**src/hdl/ttc_pkg.sv**
```systemverilog
// Shared types and fixed field widths for the tile tag cache.
`default_nettype none
package ttc_pkg;

    localparam int ZOOM_W = 6;
    localparam int VIEW_W = 2;

    typedef enum logic {
        CMD_LOOKUP = 1'b0,
        CMD_INSERT = 1'b1
    } cmd_t;

    typedef enum logic [2:0] {
        ST_IDLE,
        ST_SCAN,
        ST_INS_RD,
        ST_INS_WR,
        ST_DONE
    } state_t;

endpackage
`default_nettype wire

```
**src/hdl/ttc_store.sv**
```systemverilog
// Key and handle memory with one write port and one registered read port.
`default_nettype none
module ttc_store #(
    parameter int ENTRIES     = 32,
    parameter int KEY_W       = 50,
    parameter int HANDLE_BITS = 16,
    parameter int IDX_W       = 5
) (
    input  wire logic                   clk,
    input  wire logic                   wr_en,
    input  wire logic [IDX_W-1:0]       wr_addr,
    input  wire logic [KEY_W-1:0]       wr_key,
    input  wire logic [HANDLE_BITS-1:0] wr_handle,
    input  wire logic [IDX_W-1:0]       rd_addr,
    output logic      [KEY_W-1:0]       rd_key,
    output logic      [HANDLE_BITS-1:0] rd_handle
);

    logic [KEY_W-1:0]       key_mem    [ENTRIES];
    logic [HANDLE_BITS-1:0] handle_mem [ENTRIES];

    always_ff @(posedge clk)
    begin
        if (wr_en)
        begin
            key_mem[wr_addr]    <= wr_key;
            handle_mem[wr_addr] <= wr_handle;
        end
    end

    // Read data is registered; a write in the same cycle returns the old entry.
    always_ff @(posedge clk)
    begin
        rd_key    <= key_mem[rd_addr];
        rd_handle <= handle_mem[rd_addr];
    end

endmodule
`default_nettype wire

```
**src/hdl/tile_tag_cache_fifo.sv**
```systemverilog
// Lookup walks the store one entry per cycle through a single key comparator.
// One item is in work at a time; the next is accepted in the cycle after the result is
// loaded, and loading the result waits while a held result is not yet taken.
// Reset clears all valid marks and the ring pointer at once; the key and
// handle stores are not cleared and need no clearing pass.
`default_nettype none
module tile_tag_cache_fifo #(
    parameter int ENTRIES     = 32,
    parameter int COORD_BITS  = 21,
    parameter int HANDLE_BITS = 16
) (
    input  wire logic                             clk,
    input  wire logic                             rst_n,
    input  wire logic                             in_valid,
    output logic                                  in_ready,
    input  wire logic                             command,
    input  wire logic [COORD_BITS-1:0]            tile_col,
    input  wire logic [COORD_BITS-1:0]            tile_row,
    input  wire logic signed [ttc_pkg::ZOOM_W-1:0] zoom_level,
    input  wire logic [ttc_pkg::VIEW_W-1:0]       view_kind,
    input  wire logic [HANDLE_BITS-1:0]           new_handle,
    output logic                                  out_valid,
    input  wire logic                             out_ready,
    output logic                                  hit,
    output logic      [HANDLE_BITS-1:0]           found_handle,
    output logic                                  evicted_valid,
    output logic      [HANDLE_BITS-1:0]           evicted_handle
);

    import ttc_pkg::*;

    localparam int IDX_W = $clog2(ENTRIES);
    localparam int KEY_W = 2 * COORD_BITS + ZOOM_W + VIEW_W;
    localparam logic [IDX_W-1:0] LAST_IDX = IDX_W'(ENTRIES - 1);

    state_t state_reg, state_next;

    logic [ENTRIES-1:0]     valid_marks_reg, valid_marks_next;
    logic [IDX_W-1:0]       ptr_reg, ptr_next;
    logic [IDX_W-1:0]       idx_reg, idx_next;
    logic [IDX_W-1:0]       chk_idx_reg;
    logic                   chk_vld_reg, chk_vld_next;
    logic [KEY_W-1:0]       key_reg;
    logic [HANDLE_BITS-1:0] handle_reg;

    logic                   res_hit_reg, res_hit_next;
    logic [HANDLE_BITS-1:0] res_found_reg, res_found_next;
    logic                   res_ev_reg, res_ev_next;
    logic [HANDLE_BITS-1:0] res_ev_handle_reg, res_ev_handle_next;

    logic                   out_valid_reg, out_valid_next;
    logic                   out_hit_reg;
    logic [HANDLE_BITS-1:0] out_found_reg;
    logic                   out_ev_reg;
    logic [HANDLE_BITS-1:0] out_ev_handle_reg;

    logic [KEY_W-1:0]       rd_key;
    logic [HANDLE_BITS-1:0] rd_handle;

    logic accept;
    logic issue;
    logic match;
    logic scan_finish;
    logic out_load;
    logic wr_en;

    assign accept = in_valid && in_ready;
    assign match  = chk_vld_reg && valid_marks_reg[chk_idx_reg] && (rd_key == key_reg);

    ttc_store #(
        .ENTRIES     (ENTRIES),
        .KEY_W       (KEY_W),
        .HANDLE_BITS (HANDLE_BITS),
        .IDX_W       (IDX_W)
    ) u_store (
        .clk       (clk),
        .wr_en     (wr_en),
        .wr_addr   (ptr_reg),
        .wr_key    (key_reg),
        .wr_handle (handle_reg),
        .rd_addr   (idx_reg),
        .rd_key    (rd_key),
        .rd_handle (rd_handle)
    );

    // Next state.
    always_comb
    begin
        state_next = state_reg;
        case (state_reg)
            ST_IDLE:
            begin
                if (accept)
                begin
                    if (cmd_t'(command) == CMD_INSERT)
                        state_next = ST_INS_RD;
                    else
                        state_next = ST_SCAN;
                end
            end
            ST_SCAN:
            begin
                if (scan_finish)
                    state_next = ST_DONE;
            end
            ST_INS_RD:
                state_next = ST_INS_WR;
            ST_INS_WR:
                state_next = ST_DONE;
            ST_DONE:
            begin
                if (out_load)
                    state_next = ST_IDLE;
            end
            default:
                state_next = ST_IDLE;
        endcase
    end

    // Control outputs of the sequencer.
    always_comb
    begin
        in_ready    = 1'b0;
        issue       = 1'b0;
        scan_finish = 1'b0;
        out_load    = 1'b0;
        wr_en       = 1'b0;
        case (state_reg)
            ST_IDLE:
                in_ready = 1'b1;
            ST_SCAN:
            begin
                scan_finish = match || (chk_vld_reg && (chk_idx_reg == LAST_IDX));
                issue       = !scan_finish;
            end
            ST_INS_RD:
                in_ready = 1'b0;
            ST_INS_WR:
                wr_en = 1'b1;
            ST_DONE:
                out_load = !out_valid_reg || out_ready;
            default:
                in_ready = 1'b0;
        endcase
    end

    // Datapath next values.
    always_comb
    begin
        idx_next           = idx_reg;
        chk_vld_next       = issue;
        ptr_next           = ptr_reg;
        valid_marks_next   = valid_marks_reg;
        res_hit_next       = res_hit_reg;
        res_found_next     = res_found_reg;
        res_ev_next        = res_ev_reg;
        res_ev_handle_next = res_ev_handle_reg;
        out_valid_next     = out_valid_reg;

        if (accept)
        begin
            idx_next           = (cmd_t'(command) == CMD_INSERT) ? ptr_reg : '0;
            res_hit_next       = 1'b0;
            res_found_next     = '0;
            res_ev_next        = 1'b0;
            res_ev_handle_next = '0;
        end
        else if (issue)
        begin
            idx_next = (idx_reg == LAST_IDX) ? '0 : idx_reg + 1'b1;
        end

        if (scan_finish && match)
        begin
            res_hit_next   = 1'b1;
            res_found_next = rd_handle;
        end

        if (wr_en)
        begin
            res_ev_next               = valid_marks_reg[ptr_reg];
            res_ev_handle_next        = valid_marks_reg[ptr_reg] ? rd_handle : '0;
            valid_marks_next[ptr_reg] = 1'b1;
            ptr_next                  = (ptr_reg == LAST_IDX) ? '0 : ptr_reg + 1'b1;
        end

        if (out_load)
            out_valid_next = 1'b1;
        else if (out_ready)
            out_valid_next = 1'b0;
    end

    always_ff @(posedge clk or negedge rst_n)
    begin
        if (!rst_n)
        begin
            state_reg       <= ST_IDLE;
            valid_marks_reg <= '0;
            ptr_reg         <= '0;
            chk_vld_reg     <= 1'b0;
            out_valid_reg   <= 1'b0;
        end
        else
        begin
            state_reg       <= state_next;
            valid_marks_reg <= valid_marks_next;
            ptr_reg         <= ptr_next;
            chk_vld_reg     <= chk_vld_next;
            out_valid_reg   <= out_valid_next;
        end
    end

    always_ff @(posedge clk)
    begin
        idx_reg           <= idx_next;
        chk_idx_reg       <= idx_reg;
        res_hit_reg       <= res_hit_next;
        res_found_reg     <= res_found_next;
        res_ev_reg        <= res_ev_next;
        res_ev_handle_reg <= res_ev_handle_next;
        if (accept)
        begin
            key_reg    <= {tile_col, tile_row, zoom_level, view_kind};
            handle_reg <= new_handle;
        end
        if (out_load)
        begin
            out_hit_reg       <= res_hit_reg;
            out_found_reg     <= res_found_reg;
            out_ev_reg        <= res_ev_reg;
            out_ev_handle_reg <= res_ev_handle_reg;
        end
    end

    assign out_valid      = out_valid_reg;
    assign hit            = out_hit_reg;
    assign found_handle   = out_found_reg;
    assign evicted_valid  = out_ev_reg;
    assign evicted_handle = out_ev_handle_reg;

endmodule
`default_nettype wire
```
**config.mk**
```make
export PLATFORM = sky130hd
export DESIGN_NAME = tile_tag_cache_fifo
export DESIGN_NICKNAME = d
export VERILOG_FILES = /design/src/hdl/ttc_pkg.sv /design/src/hdl/ttc_store.sv /design/src/hdl/tile_tag_cache_fifo.sv
export SDC_FILE = /design/constraint.sdc
export NUM_CORES = 2
export LEC_CHECK = 0
export BUFFER_PORTS_ARGS = -buffer_cell sky130_fd_sc_hd__buf_2
export CORE_MARGIN = 8
export CORE_UTILIZATION = 46
export DETAILED_ROUTE_END_ITERATION = 8
export PLACE_DENSITY_LB_ADDON = 0.1
export REMOVE_ABC_BUFFERS = 1
export SKIP_CTS_REPAIR_TIMING = 1
export SLEW_MARGIN = 20
export SYNTH_ARGS = -nofsm -noshare
export SYNTH_HDL_FRONTEND = slang
export SYNTH_SLANG_ARGS = --single-unit
```
**constraint.sdc**
```tcl
create_clock -name clk -period 4.06 [get_ports clk]
set_input_delay 0.812 -clock clk [delete_from_list [all_inputs] [get_ports clk]]
set_output_delay 0.812 -clock clk [all_outputs]
set_load 0.1 [all_outputs]
```
==> summary.txt <==
Floorplan
  • Ports: 107
  • Die footprint: 206,900 sq um
  • Initial core utilization: 46.14%
  • Site Rows: 161
  • Core ar.: 192,000 sq um
  • DIE HEIGHT: 454.8 um
  • Die Wd: 454.8 um

Worst setup path
  • RR Startpoint: key_reg[36]$_DFFE_PP_
  • WP buf/inv: 1
  • Most common cell type on the critical path: nand4_1
  • CP endpoint kind: flip-flop
  • CP required: 4.57 ns
  • R2R Setup Slk: 0.39 ns
  • Crit-path max cell delay: 0.70 ns
  • R2R Path End: res_found_reg[5]$_SDFFCE_PN0P_
  • Crit path max-delay family: simple AND/OR/NAND/NOR gates
  • Crit-path max FO: 33
  • CP startpoint: key_reg[36]$_DFFE_PP_
  • Arr. time, crit path: 4.18 ns
  • Setup CP Type: flip-flop to flip-flop
  • CP Cell Sequence: buf_4 -> xnor2_1 -> nand4_1 -> nor4_1 -> nand4_1 -> nor4b_4 -> or2_2
  • FF-to-FF path depth: 7
  • Crit path launch type: flip-flop
  • Slowest library cell on the worst path: nor4_1

Layout
  • Ant. Diodes: 0
  • Nets: 4,002
  • Top flop regs: u_store.key_mem (1600), u_store.handle_mem (512)
  • Fillers: 14,330
  • Commonest cells after routing, fill and taps aside: edfxtp_1, mux4_2, clkbuf_16
  • Max reg flops: 1,600
  • Register area: 70,060 sq um
  • Layout cells sized above 1: 35.15%
  • Multi-input logic area: 17,950 sq um
  • Final instance area: 101,900 sq um
  • Most flop-heavy register: u_store.key_mem
  • P&R area growth vs syn: 15.05%
  • Most common cell after layout, fill and taps aside: edfxtp_1

Power
  • Lkg Pwr: 32.19 nW
  • Int Power: 0.04964 W
  • Part of the power in registers: 43.5%
  • Clock power share: 31.6%
  • Max VDD drop: 587.9 uV
  • Pwr Density: 670.7 nW/um^2
  • Combinational share of power: 24.9%
  • NetSw: 0.01871 W
  • Sw Share: 27.37%

Clock network
  • Clock latency on the worst-skew pair: 0.87 ns
  • Root buffer cell: clkbuf_16
  • CTS Buf Count: 234
  • CTS tree: done
  • Worst-path clk slew: 0.06 ns
  • Clock Sink Count: 2,364
  • H-tree depth: 4
  • Clock tree buffer depth: 3

Global routing
  • Gr ovfl total: 0
  • Number of global-route vias before repair: 41,570
  • Antenna violations before repair: 11
  • Global Route Usage Sum: 21.65%
  • First-pass GRT wire length: 316,100 um
  • Largest net degree at the start of global routing: 105

STA
  • Max Fclk: 0.2723 GHz
  • Post-layout min period: 3.673 ns
  • Slew Viols, Final: 0
  • Final hold violation count: 0
  • Setup TNS: 0 ns
  • Worst-case headroom to the max-slew limit: 31.65%
  • Transition time of the tightest slew-check pin: 1.025 ns
  • Worst hold slack: 0.1270 ns
  • RSZ-0062 raised after global routing: no
  • Final setup viols: 0
  • Skew final: 0.04200 ns
  • Period utilization: 90.46%

Run status
  • Status: complete, no violations

Detailed routing
  • Routed len/inst: 33.74 um
  • DRC viols: 0
  • Starting DRC count in detailed routing: 4,533
  • Final ANT Viol Nets: 0
  • Drt pass-1 iters: 7
  • Vias: 39,970
  • Vias per cell: 6.001
  • Final wirelength: 224,700 um

Synthesis
  • Async S/R FF share, synth: 1.777%
  • Main synth FF type: edfxtp_1
  • Post-Syn Area: 88,580 sq um
  • Post-synthesis sequential area ratio: 79.09%
  • YS warnings: 0
  • Post-synth EDFFs: 2,250
  • Synth Instances: 3,571
  • Library cells used by synthesis: 50
  • Syn avg cell area: 24.81 sq um
  • Synthesized flop and latch total: 2,364

Place
  • Post-DP HPWL: 114,900 um
  • Gpl congestion: 0.7665
  • Port Buffer Count: 106
  • Placement-stage cell area: 94,130 sq um

Worst hold path
  • Hold Path Origin: new_handle[4]
  • Worst Hold End: handle_reg[4]$_DFFE_PP_
  • Hold Path Depth: 1
  • Type of the tightest min-delay check: input port to flip-flop

Run
  • Max_cap viols: 0
cells in the mapped netlist, drive strengths merged (3+ instances only):
cell,number,share of area [%]
a21oi,5,0.028
and2,34,0.24
and3,3,0.021
buf,76,0.46
clkbuf,89,0.38
dfrtp,42,1.2
dfxtp,72,1.6
edfxtp,2250,76
ha,7,0.099
inv,21,0.089
mux2,69,0.88
mux2i,10,0.11
mux4,670,17
nand2,21,0.089
nand2b,7,0.049
nand3,9,0.051
nand3b,4,0.034
nand4,10,0.071
nor2,40,0.17
nor2b,10,0.071
nor3,4,0.023
nor4,4,0.028
o21ai,7,0.040
o22ai,5,0.035
o31ai,4,0.034
or2,33,0.23
xnor2,40,0.40
logic make-up after synthesis:
kind of cell             synth area share (%)
AO/OA/AOI/OAI                          0.2995
AND/OR/NAND/NOR                         1.155
multiplexers                            18.02
adder cells (fa/ha/maj)               0.09887
buffers and inverters                  0.9294
flip-flops                              79.09
XOR/XNOR                               0.4054
worst register-to-register path: stages, from the launching register on:
cell and delay, ns:
edfxtp_1 0.35, buf_4 0.24, xnor2_1 0.24, nand4_1 0.24, nor4_1 0.70, nand4_1 0.58, nor4b_4 0.49, or2_2 0.47
per-stage QoR:
step	total power, W	util, %	instances	setup slack, ns
2_1_floorplan	0.03902	-	3406	-18.38
3_3_place_gp	0.04734	49.03	6212	0.3931
3_5_place_dp	0.04759	49.03	6212	0.3459
4_1_cts	0.06916	53.07	6658	0.3556
5_1_grt	0.07091	53.09	6660	0.2209
6_report	0.06835	53.09	6660	0.3872
layer usage:
metal	part of all wire [%]	track usage, %	wire length, um	vias to the layer above
met5	0	0	0	-
met3	6.0	3.176	13450	291
met4	1.8	4.506	4016	0
li1	-	-	-	16070
met1	43	31.13	96190	22160
met2	49	35.80	111000	1445
area by class of cell:
type / instances / area share (%)
inverters: 22 / 0.08348
well taps: 2526 / 3.101
flip-flops and latches: 2364 / 68.74
multi-input cells: 1020 / 17.61
clock inverters: 161 / 1.492
clock buffers: 285 / 6.115
repair buffers: 282 / 2.853
power groups by stage:
stage               registers, W  logic [W]  clock network [W]
floorplan                 0.0318    0.00724                  0
global placement          0.0302     0.0172                  0
detailed placement        0.0302     0.0174                  0
CTS                       0.0297     0.0174             0.0220
global route              0.0298     0.0181             0.0229
finish                    0.0297     0.0171             0.0216
worst max path at each step:
stage | endpoint | slack (ns) | cells past startpoint
4_1_cts | res_found_reg[5]$_SDFFCE_PN0P_ | 0.36 | 7
3_3_place_gp | res_found_reg[6]$_SDFFCE_PN0P_ | 0.39 | 6
2_1_floorplan | idx_reg[0]$_DFFE_PP_ | -18.38 | 4
3_5_place_dp | res_found_reg[12]$_SDFFCE_PN0P_ | 0.35 | 6
5_1_grt | res_found_reg[8]$_SDFFCE_PN0P_ | 0.22 | 6
6_report | res_found_reg[5]$_SDFFCE_PN0P_ | 0.39 | 7
No activity file was read; power rests on OpenSTA's default activity.
